File: src/rtl/core/rsc_pkg.sv
`default_nettype none
package rsc_pkg;

  typedef logic [7:0] char_t;
  typedef logic [5:0] base_t;
  typedef logic [5:0] digit_t;

  // status from the iterative divider
  typedef struct packed {
    logic active;
    logic done;
  } div_stat_t;

  // configuration register indexes
  localparam logic CFG_IN_BASE  = 1'b0;
  localparam logic CFG_OUT_BASE = 1'b1;

  localparam base_t BASE_MIN       = 6'd2;
  localparam base_t BASE_MAX       = 6'd36;
  localparam base_t IN_BASE_RESET  = 6'd10;
  localparam base_t OUT_BASE_RESET = 6'd16;

  localparam char_t CHAR_NUL = 8'h00;
  localparam char_t CHAR_0   = 8'h30;
  localparam char_t CHAR_9   = 8'h39;
  localparam char_t CHAR_A   = 8'h41;
  localparam char_t CHAR_Z   = 8'h5A;
  localparam digit_t DIGIT_TEN = 6'd10;

  function automatic logic char_is_digit(char_t c);
    return ((c >= CHAR_0) && (c <= CHAR_9)) || ((c >= CHAR_A) && (c <= CHAR_Z));
  endfunction

  // value of a 0-9/A-Z character; zero for anything else
  function automatic digit_t char_to_digit(char_t c);
    digit_t d;
    d = '0;
    if ((c >= CHAR_0) && (c <= CHAR_9)) begin
      d = digit_t'(c - CHAR_0);
    end else if ((c >= CHAR_A) && (c <= CHAR_Z)) begin
      d = digit_t'(c - CHAR_A) + DIGIT_TEN;
    end
    return d;
  endfunction

  function automatic char_t digit_to_char(digit_t d);
    char_t c;
    if (d < DIGIT_TEN) begin
      c = CHAR_0 + char_t'(d);
    end else begin
      c = CHAR_A + char_t'(d - DIGIT_TEN);
    end
    return c;
  endfunction

  function automatic base_t clamp_base(base_t b);
    base_t r;
    r = b;
    if (b < BASE_MIN) begin
      r = BASE_MIN;
    end else if (b > BASE_MAX) begin
      r = BASE_MAX;
    end
    return r;
  endfunction

endpackage
`default_nettype wire

File: src/rtl/core/rsc_ram.sv
`default_nettype none
module rsc_ram #(
  parameter int WIDTH = 6,
  parameter int DEPTH = 64
) (
  input  wire logic                     clk,
  input  wire logic                     we,
  input  wire logic [$clog2(DEPTH)-1:0] waddr,
  input  wire logic [WIDTH-1:0]         wdata,
  input  wire logic [$clog2(DEPTH)-1:0] raddr,
  output logic      [WIDTH-1:0]         rdata
);

  logic [WIDTH-1:0] mem [DEPTH];

  always_ff @(posedge clk) begin
    if (we) begin
      mem[waddr] <= wdata;
    end
    rdata <= mem[raddr];
  end

endmodule
`default_nettype wire

File: src/rtl/core/rsc_divider.sv
`default_nettype none
// Restoring divider, one quotient bit per cycle. Divisor is at most 36,
// so the remainder stays in a digit-wide register.
module rsc_divider #(
  parameter int WIDTH = 64
) (
  input  wire logic                  clk,
  input  wire logic                  rst,
  input  wire logic                  start,
  input  wire logic [WIDTH-1:0]      dividend,
  input  wire rsc_pkg::base_t        divisor,
  output logic      [WIDTH-1:0]      quotient,
  output rsc_pkg::digit_t            remainder,
  output rsc_pkg::div_stat_t         stat
);
  import rsc_pkg::*;

  localparam int CW = $clog2(WIDTH);

  logic [CW-1:0] bit_cnt;
  logic [6:0]    shifted;
  logic          fits;

  assign shifted = {remainder, quotient[WIDTH-1]};
  assign fits    = shifted >= {1'b0, divisor};

  always_ff @(posedge clk) begin
    if (rst) begin
      stat <= '0;
    end else if (start) begin
      stat.active <= 1'b1;
      stat.done   <= 1'b0;
    end else if (stat.active) begin
      stat.done   <= (bit_cnt == '0);
      stat.active <= (bit_cnt != '0);
    end else begin
      stat.done <= 1'b0;
    end
  end

  always_ff @(posedge clk) begin
    if (start) begin
      quotient  <= dividend;
      remainder <= '0;
      bit_cnt   <= CW'(WIDTH - 1);
    end else if (stat.active) begin
      bit_cnt <= bit_cnt - 1'b1;
      if (fits) begin
        remainder <= digit_t'(shifted - {1'b0, divisor});
        quotient  <= {quotient[WIDTH-2:0], 1'b1};
      end else begin
        remainder <= shifted[5:0];
        quotient  <= {quotient[WIDTH-2:0], 1'b0};
      end
    end
  end

endmodule
`default_nettype wire

File: src/rtl/core/radix_string_converter.sv
`default_nettype none
// Radix string converter.
// Input: one ASCII digit per transaction (start high while busy low), most
// significant first, digit_last on the final one. Each digit folds into an
// ACC_WIDTH-bit accumulator as acc*in_base+digit (wrapping); bad characters
// set a sticky error and leave the accumulator alone.
// Config: cfg_we/cfg_index/cfg_data write in_base (index 0) or out_base
// (index 1); bases below 2 act as 2, above 36 as 36. Write only when idle.
// Output: out_valid strobes one cycle per character, most significant
// first, out_last on the final one. The receiver cannot stall; every
// strobe is a delivered transaction. An errored numeral gives one result:
// out_char 0, out_last 1, bad_digit 1.
// Sequencing: a non-final digit keeps busy high only while it is folded
// in. On the final digit the value is converted by a shared bit-serial
// divider, one division per output digit, with remainders kept in a
// small RAM; then each character is a RAM read, then an output.
// Only the MAX_OUT_DIGITS least significant digits are emitted.
// Reset (rst, synchronous): in_base 10, out_base 16, accumulator and error
// cleared, idle. The digit RAM is not cleared; it is always written first.
module radix_string_converter #(
  parameter int ACC_WIDTH      = 64,
  parameter int MAX_OUT_DIGITS = 64
) (
  input  wire logic           clk,
  input  wire logic           rst,
  // command channel
  input  wire logic           start,
  output logic                busy,
  input  wire rsc_pkg::char_t digit_char,
  input  wire logic           digit_last,
  // configuration
  input  wire logic           cfg_we,
  input  wire logic           cfg_index,
  input  wire rsc_pkg::base_t cfg_data,
  // results
  output logic                out_valid,
  output rsc_pkg::char_t      out_char,
  output logic                out_last,
  output logic                bad_digit
);
  import rsc_pkg::*;

  localparam int AW = $clog2(MAX_OUT_DIGITS);
  localparam int CNTW = $clog2(MAX_OUT_DIGITS + 1);

  localparam logic [2:0] S_IDLE = 3'd0;
  localparam logic [2:0] S_MAC  = 3'd1;
  localparam logic [2:0] S_DIV  = 3'd2;
  localparam logic [2:0] S_RD   = 3'd3;
  localparam logic [2:0] S_OUT  = 3'd4;

  logic [2:0]           state;
  base_t                in_base;
  base_t                out_base;
  logic [ACC_WIDTH-1:0] acc;
  logic                 err;
  char_t                lat_char;
  logic                 lat_last;
  logic [CNTW-1:0]      cnt;
  logic [CNTW-1:0]      cnt_next;
  logic [AW-1:0]        ptr;

  // multiply-add for the incoming digit
  logic                 ch_ok;
  logic [ACC_WIDTH+5:0] prod;
  logic [ACC_WIDTH-1:0] mac;

  // shared divider
  logic                 div_start;
  logic [ACC_WIDTH-1:0] div_in;
  logic [ACC_WIDTH-1:0] div_quo;
  digit_t               div_rem;
  div_stat_t            div_stat;

  // digit store
  logic   ram_we;
  digit_t ram_rdata;

  wire accept = start && !busy;
  assign busy = (state != S_IDLE);

  assign ch_ok = char_is_digit(lat_char);
  assign prod  = acc * clamp_base(in_base);
  assign mac   = prod[ACC_WIDTH-1:0] + ACC_WIDTH'(char_to_digit(lat_char));

  // first division on a clean final digit, next one on a nonzero quotient
  assign div_start = ((state == S_MAC) && lat_last && !err && ch_ok)
                  || ((state == S_DIV) && div_stat.done && (div_quo != '0));
  assign div_in    = (state == S_MAC) ? mac : div_quo;

  // digits beyond the store depth are dropped (most significant ones)
  assign ram_we   = (state == S_DIV) && div_stat.done
                 && (cnt < CNTW'(MAX_OUT_DIGITS));
  assign cnt_next = ram_we ? cnt + 1'b1 : cnt;

  rsc_divider #(
    .WIDTH(ACC_WIDTH)
  ) u_div (
    .clk      (clk),
    .rst      (rst),
    .start    (div_start),
    .dividend (div_in),
    .divisor  (clamp_base(out_base)),
    .quotient (div_quo),
    .remainder(div_rem),
    .stat     (div_stat)
  );

  rsc_ram #(
    .WIDTH($bits(digit_t)),
    .DEPTH(MAX_OUT_DIGITS)
  ) u_store (
    .clk  (clk),
    .we   (ram_we),
    .waddr(cnt[AW-1:0]),
    .wdata(div_rem),
    .raddr(ptr),
    .rdata(ram_rdata)
  );

  // configuration writes
  always_ff @(posedge clk) begin
    if (rst) begin
      in_base  <= IN_BASE_RESET;
      out_base <= OUT_BASE_RESET;
    end else if (cfg_we) begin
      unique case (cfg_index)
        CFG_IN_BASE:  in_base  <= cfg_data;
        CFG_OUT_BASE: out_base <= cfg_data;
        default:      in_base  <= in_base;
      endcase
    end
  end

  // input capture
  always_ff @(posedge clk) begin
    if (accept) begin
      lat_char <= digit_char;
      lat_last <= digit_last;
    end
  end

  // sequencer
  always_ff @(posedge clk) begin
    if (rst) begin
      state     <= S_IDLE;
      acc       <= '0;
      err       <= 1'b0;
      cnt       <= '0;
      out_valid <= 1'b0;
    end else begin
      out_valid <= 1'b0;
      unique case (state)
        S_IDLE: begin
          if (accept) begin
            state <= S_MAC;
          end
        end
        S_MAC: begin
          if (!lat_last) begin
            if (ch_ok) begin
              acc <= mac;
            end else begin
              err <= 1'b1;
            end
            state <= S_IDLE;
          end else begin
            acc   <= '0;
            err   <= 1'b0;
            cnt   <= '0;
            if (err || !ch_ok) begin
              out_valid <= 1'b1;
              out_char  <= CHAR_NUL;
              out_last  <= 1'b1;
              bad_digit <= 1'b1;
              state     <= S_IDLE;
            end else begin
              state <= S_DIV;
            end
          end
        end
        S_DIV: begin
          if (div_stat.done) begin
            cnt <= cnt_next;
            if (div_quo == '0) begin
              ptr   <= AW'(cnt_next - 1'b1);
              state <= S_RD;
            end
          end
        end
        S_RD: begin
          state <= S_OUT;
        end
        S_OUT: begin
          out_valid <= 1'b1;
          out_char  <= digit_to_char(ram_rdata);
          out_last  <= (ptr == '0);
          bad_digit <= 1'b0;
          if (ptr == '0) begin
            state <= S_IDLE;
          end else begin
            ptr   <= ptr - 1'b1;
            state <= S_RD;
          end
        end
        default: state <= S_IDLE;
      endcase
    end
  end

  // error result is always a single, final transaction
  a_err_last: assert property (@(posedge clk) disable iff (rst)
    out_valid && bad_digit |-> out_last)
    else $error("error result without out_last");

  // digit count never passes the store depth
  a_cnt_bound: assert property (@(posedge clk) disable iff (rst)
    cnt <= CNTW'(MAX_OUT_DIGITS))
    else $error("digit count overflow");

  // the divider only runs during conversion
  a_div_idle: assert property (@(posedge clk) disable iff (rst)
    div_stat.active |-> state == S_DIV)
    else $error("divider active outside conversion");

  // a clean result only follows an output state
  a_out_src: assert property (@(posedge clk) disable iff (rst)
    out_valid && !bad_digit |-> $past(state) == S_OUT)
    else $error("result strobe from wrong state");

  // emitted characters are alphanumeric
  a_out_char: assert property (@(posedge clk) disable iff (rst)
    out_valid && !bad_digit |-> char_is_digit(out_char))
    else $error("non-alphanumeric output character");

endmodule
`default_nettype wire
File: config.mk
export PLATFORM = sky130hd
export DESIGN_NAME = radix_string_converter
export DESIGN_NICKNAME = d
export VERILOG_FILES = /design/src/rtl/core/rsc_pkg.sv /design/src/rtl/core/rsc_ram.sv /design/src/rtl/core/rsc_divider.sv /design/src/rtl/core/radix_string_converter.sv
export SDC_FILE = /design/constraint.sdc
export NUM_CORES = 2
export LEC_CHECK = 0
export BUFFER_PORTS_ARGS = -buffer_cell sky130_fd_sc_hd__buf_2
export CAP_MARGIN = 20
export CORE_ASPECT_RATIO = 1.4
export CORE_UTILIZATION = 35
export CTS_BUF_LIST = sky130_fd_sc_hd__clkbuf_4 sky130_fd_sc_hd__clkbuf_8
export CTS_CLUSTER_SIZE = 10
export DETAILED_ROUTE_END_ITERATION = 10
export PLACE_DENSITY_LB_ADDON = 0.2
export SLEW_MARGIN = 20
export SYNTH_ARGS = -nofsm -noshare
export SYNTH_HDL_FRONTEND = slang
export SYNTH_SLANG_ARGS = --single-unit
File: constraint.sdc
create_clock -name clk -period 6.43 [get_ports clk]
set_input_delay 0.643 -clock clk [delete_from_list [all_inputs] [get_ports clk]]
set_output_delay 0.643 -clock clk [all_outputs]
set_load 0.03 [all_outputs]
# After elaboration in Yosys (flattened, before gate mapping)
# Memory sizes are Yosys's and may differ from the RTL's. A register that Yosys moved wholly into a read port is not among the register bits.
# Index checks and enable logic that the tools add are counted.
# totals
ramBits	384
word_cells	141
register_bits	191
out_inout_bits	12
memories	1
in_bits	20
# mem_list
name	depth	word_bits	rd	rd_ports_with_merged_regs	write_ports	line	source
u_store.mem	64	6	1	1	1	rsc_ram.sv:14	logic [WIDTH-1:0] mem [DEPTH];
# op_classes
n_reduce_logical	37
eq_ne	12
add_sub_neg	12
multipliers	1
order_cmp	11
mux	46
bitwise	3
# ops
operator	count
$mux 64	5
$add 64x6->64	1
$logic_not 64->1	1
$mul 64x6->64	1
$reduce_bool 64->1	1
$mux 6	10
$mux 8	3
$sub 6x1->6 const B	4
$mux 7	3
$pmux 8 s2	1
$pmux 3 s5	1
$pmux 7 s2	1
$gt 6x6->1 const B	2
$logic_not 6->1	2
$lt 6x2->1 const B	2
$pmux 6 s2	1
$mux 1	11
$reduce_and 2->1	5
$reduce_bool 2->1	5
$logic_and 1x1->1	9
$mux 3	3
$add 7x8->8 const A	1
$ge 8x6->1 const B	1
$ge 8x7->1 const B	1
other kinds (28)	47

# Logic depth before layout (Yosys ltp)
# logic_depth
word_depth	8
depth_mapped	23
ltp_nobuf	22

# By module
# Synthesis repeated with hierarchy kept, for this count alone.
# unflattened
cells_unflattened	2988
area_unflattened_um2	36498.8
# modules_own_cells
mod	n_inst	seq_area_each_um2	cells_per_inst	area_each_um2
radix_string_converter	1	2512.4	2023	17682.0
rsc_ram	1	11651.2	720	15225.9
rsc_divider	1	2202.1	245	3590.9

# Worst setup path after synthesis
# OpenSTA, ideal clock, no wires.
# synth_path
path_type	register to register
startpoint	register in_base[2]
endpoint	register u_div.quotient[51] (data pin)
path_stages_with_launch	21
arrival_ns	5.683
path_buffers	3
period_less_slack_ns	5.938
slack_ns	0.492
setup_time_ns	0.255
required_ns	6.175
path_cell_list	dfxtp_1 nor3_1 mux2i_1 clkbuf_1 clkbuf_1 and3_1 fa_1 fa_1 fa_1 ha_1 ha_1 clkbuf_1 nand4_1 nor3_1 nor2b_1 or4b_4 a2111oi_4 nor3_2 o21a_1 or3_1 a31o_1
# synth_via
elab_chain_len	7
elab_cells_between_ends	8
classes_between	add/sub: 1; mul: 1; order compare: 2; mux: 4
# synth_rtl
item	line	source
start: declaration	radix_string_converter.sv:53	base_t in_base;
start signal: assignment	radix_string_converter.sv:128	CFG_IN_BASE: in_base <= cfg_data;
start signal: assignment	radix_string_converter.sv:130	default: in_base <= in_base;
$gt 6x6->1	rsc_pkg.sv:61	end else if (b > BASE_MAX) begin
$mux 6	rsc_pkg.sv:61	
$mux 6 (*)	rsc_pkg.sv:59	if (b < BASE_MIN) begin
$mul 64x6->64 (*)	radix_string_converter.sv:83	assign prod = acc * clamp_base(in_base);
$add 64x6->64 (*)	radix_string_converter.sv:84	assign mac = prod[ACC_WIDTH-1:0] + ACC_WIDTH'(char_to_digit(lat_char));
$mux 64 (*)	radix_string_converter.sv:89	assign div_in = (state == S_MAC) ? mac : div_quo;
$mux 64 (*)	rsc_divider.sv:42	if (start) begin
end signal: assignment	rsc_divider.sv:43	quotient <= dividend;
end signal: assignment	rsc_divider.sv:50	quotient <= {quotient[WIDTH-2:0], 1'b1};
end signal: assignment	rsc_divider.sv:53	quotient <= {quotient[WIDTH-2:0], 1'b0};
end: declaration	rsc_divider.sv:12	output logic [WIDTH-1:0] quotient,
# Every way passes the cells marked *; elsewhere a longest branch is shown, timed or not. The select of a mux whose other input is x is not followed.
# A chain may end at the register's enable or synchronous reset.

# Worst setup path in the final report
# layout_path
startpoint	register in_base[3]
endpoint	register u_div.quotient[51] (data pin)
# The elaborated chain is that of the path after synthesis.

==> flow_metrics.py <==
metrics = {
    "detailed_routing": {
        "num_vias": 22785,
        "vias_per_cell": 5.31,
        "drt_first_pass_iters": 5,
        "route.detailed.drc": 0,
        "wl_per_cell_um": 21.6,
        "antenna_left": 0,
        "drtIter0Drc": 1521,
        "drt-total-wl_mm": 92.7,
    },
    "placement": {
        "portBuffers": 31,
        "postPlaceCellArea_sq_um": 37400,
        "post-place-cells": 4124,
        "gp_congestion": 0.860,
        "hpwlAfterDp_mm": 66.5,
        "pre_cts_ws_ns": 0.116,
    },
    "clock_tree": {
        "numCtsBuffers": 91,
        "clock_sinks": 581,
        "postCtsSetupBuffers": 0,
        "cts_max_level": 3,
        "clk_latency_ns": 0.78,
        "cts_tree": "built",
        "clk_pin_slew_ns": 0.06,
        "cts.path.max_buffers": 3,
        "root_buffer": "clkbuf_8",
    },
    "timing": {
        "slew_headroom_pct": 29.4,
        "holdWs_ns": 0.0801,
        "hold_viol": 0,
        "setup_ws_ns": 0.297,
        "max_freq_mhz": 163,
        "skew_ns": 0.0649,
        "period_minus_slack_ns": 6.13,
        "setup_viol": 0,
        "worst_slew_pin_slew_ns": 1.05,
        "tns_ns": 0,
        "period_share_pct": 95.4,
        "rsz0062_at_grt": "false",
        "maxSlewViolCount": 0,
    },
    "power_and_ir_drop": {
        "power_density_nw_per_um2": 219,
        "vdd_drop_max_mv": 0.223,
        "p_leak_nw": 15.9,
    },
    "critical_path": {
        "cp-start-kind": "flip-flop",
        "worst_path_max_delay_cell": "fa_1",
        "rr_worst_depth": 19,
        "crit_top_cell": "fa_1",
        "critPathRequiredTime_ns": 6.94,
        "r2r_start": "in_base[3]",
        "max_stage_delay_ns": 0.56,
        "crit_buf_inv": 2,
        "r2r_slack_ns": 0.30,
        "critPathArrivalTime_ns": 6.65,
        "crit_type": "flip-flop to flip-flop",
        "cp_max_fo": 29,
        "cpLargestDelayFamily": "adder cells",
        "crit_path_end_kind": "flip-flop",
        "r2r-end": "u_div.quotient[51]",
        "crit_chain": "nor3_1 -> buf_4 -> mux2i_4 -> buf_6 -> and3_1 -> fa_1 -> fa_1 -> fa_1 -> ha_1 -> ha_1 -> a21o_1 -> o21bai_4 -> nor3b_1 -> or4b_4 -> a2111oi_4 -> nor3_2 -> o21a_1 -> or3_1 -> a31o_1",
    },
    "synth": {
        "yosysUniqueCellTypes": 74,
        "synth_flop_cell": "edfxtp_1",
        "avgSynthCellArea_sq_um": 12.5,
        "yosysSeqAreaShare_pct": 46.1,
        "ys_ff_latch": 581,
        "synth_edf_count": 473,
        "syn_area_sq_um": 35500,
        "synth_warnings": 0,
        "synth_fp_nets": 3252,
        "async_flop_share_pct": 0,
        "postSynthCellCount": 2842,
    },
    "finish": {
        "final_common_cell": "edfxtp_1",
        "mostFrequentLayoutCells": "473 x edfxtp_1, 283 x and2_1, 276 x nand2_1, 241 x fa_1, 187 x nor2_1",
        "multi_input_area_sq_um": 18300,
        "nFillCells": 9507,
        "syn2layout_area_growth_pct": 10.9,
        "post_route_cells_drive_above_1_share_pct": 14.6,
        "fin_cells": 4294,
        "final_cell_area_sq_um": 39400,
        "seq_area_sq_um": 16400,
        "fin_nets": 3309,
    },
    "grt": {
        "track_usage_pct": 18.5,
        "antenna_found_initial": 4,
        "grt_overflow": 0,
        "grt_pass1_wl_mm": 148,
        "grt_max_degree": 71,
        "grt_pass1_vias": 24552,
    },
    "min_path": {
        "hold_depth": 1,
        "min-delay-start": "digit_char[6]",
        "hp-class": "primary input to flip-flop",
        "hold_end": "lat_char[6]",
    },
    "outcome": {
        "status": "finished, final reports clean",
    },
    "floorplan": {
        "die_height_um": 379,
        "core_area_sq_um": 100000,
        "ios": 32,
        "die_x_um": 271,
        "die-area_sq_um": 103000,
        "start_util_pct": 35.5,
        "rows": 137,
    },
    "flow_run": {
        "max-cap-violations": 0,
    },
}
[final cells by class]
cell class / instances / share of cell area [%]
Antenna cell: 3 / 0.0191
Clock buffer: 115 / 3.67
Clock inverter: 50 / 1.07
Inverter: 96 / 0.915
Multi-Input combinational cell: 2023 / 46.6
Sequential cell: 581 / 41.6
Tap cell: 1320 / 4.19
Timing Repair Buffer: 106 / 1.95
[timing repair]
item                       4_1_cts  5_1_grt
hold buffers                     1        0
hold endpoints to repair         1        0
gates resized for setup          0       12
setup endpoints to repair        0       23
[synthesized netlist by cell type, types with 5 or more instances]
cell      count  area share, %
mux2i_1      12           0.34
ha_1        149            5.3
nand4_1      20           0.35
nand3_1      35           0.49
o21ai_0      71            1.0
or2_2         6           0.11
a211o_1       5           0.12
a22o_1       14           0.35
buf_2         6          0.085
nor2_1      190            2.0
a31o_2        7           0.17
xnor2_1      52            1.3
a21oi_1     109            1.5
nand2_1     276            2.9
and2_1      284            5.0
clkbuf_1    120            1.3
a21o_1       32           0.68
inv_1        96            1.0
o21a_1        7           0.15
nor3_1       31           0.44
and4_1        5           0.12
a21boi_0      7           0.15
nor4_1       25           0.44
a22oi_1      35           0.74
dfxtp_1     108            6.1
xor2_1       31           0.76
fa_1        241             14
buf_1        15           0.16
edfxtp_1    473             40
nor2b_1      13           0.23
o211ai_1     12           0.25
o21bai_1     12           0.25
mux4_2      126            8.0
o31ai_1      14           0.30
a211oi_1      9           0.19
a31oi_1       8           0.14
nor3b_1       9           0.19
mux2_2       13           0.41
and3_1       75            1.3
nand2b_1     19           0.33
nand3b_1      8           0.17
or3_1         8           0.14
[kinds of logic after synthesis]
| group | count (synthesis) | synth area share [%] |
|---|---|---|
| and+or+nand+nor | 1016 | 14.6 |
| DFF | 581 | 46.1 |
| adders and majority gates | 390 | 18.8 |
| AOI/OAI and AO/OA | 383 | 7.12 |
| buffers and inverters | 238 | 2.56 |
| muxes | 151 | 8.74 |
| xor gates and xnor gates | 83 | 2.05 |
[flip-flops by register name, summed over array words and instances, names as in the netlist, 6 cells and up]
register         cells
lat_char             8
u_div.quotient      64
u_div.bit_cnt        6
out_base             6
u_store.rdata        6
u_store.mem        384
cnt                  7
out_char             8
in_base              6
ptr                  6
u_div.remainder      6
acc                 64
[power breakdown]
part | total [mW] | internal, mW | switching, mW
Sequential | 4.53 | 4.48 | 0.0448
Combinational | 0.816 | 0.169 | 0.647
Clock | 3.27 | 1.70 | 1.57
Total | 8.61 | 6.35 | 2.26
[per-layer routing]
metal	global-route usage (%)	wire, um	up-vias
met5	0.383	36	-
met4	5.16	1870	2
met3	2.87	4100	129
met2	31.8	46400	472
met1	24.2	40400	11771
li1	-	-	10411
[per-stage QoR]
stage          power, mW  util (%)
6_report            8.61      39.3
5_1_grt             8.95      39.3
4_1_cts             8.73      39.3
3_5_place_dp        5.44      37.4
3_3_place_gp        5.38      37.4
2_1_floorplan       5.05         -
[worst max-delay path by stage]
stage | startpoint | endpoint | slack, ns | cells after the start
floorplan | in_base[2] | u_div.quotient[51] | 0.49 | 20
global placement | in_base[2] | u_div.quotient[50] | 0.18 | 20
detailed placement | in_base[3] | u_div.quotient[54] | 0.12 | 20
CTS | in_base[3] | u_div.quotient[54] | 0.10 | 20
global route | in_base[3] | u_div.quotient[63] | 0.03 | 21
finish | in_base[3] | u_div.quotient[51] | 0.30 | 19
No activity file was read; power rests on OpenSTA's default activity.
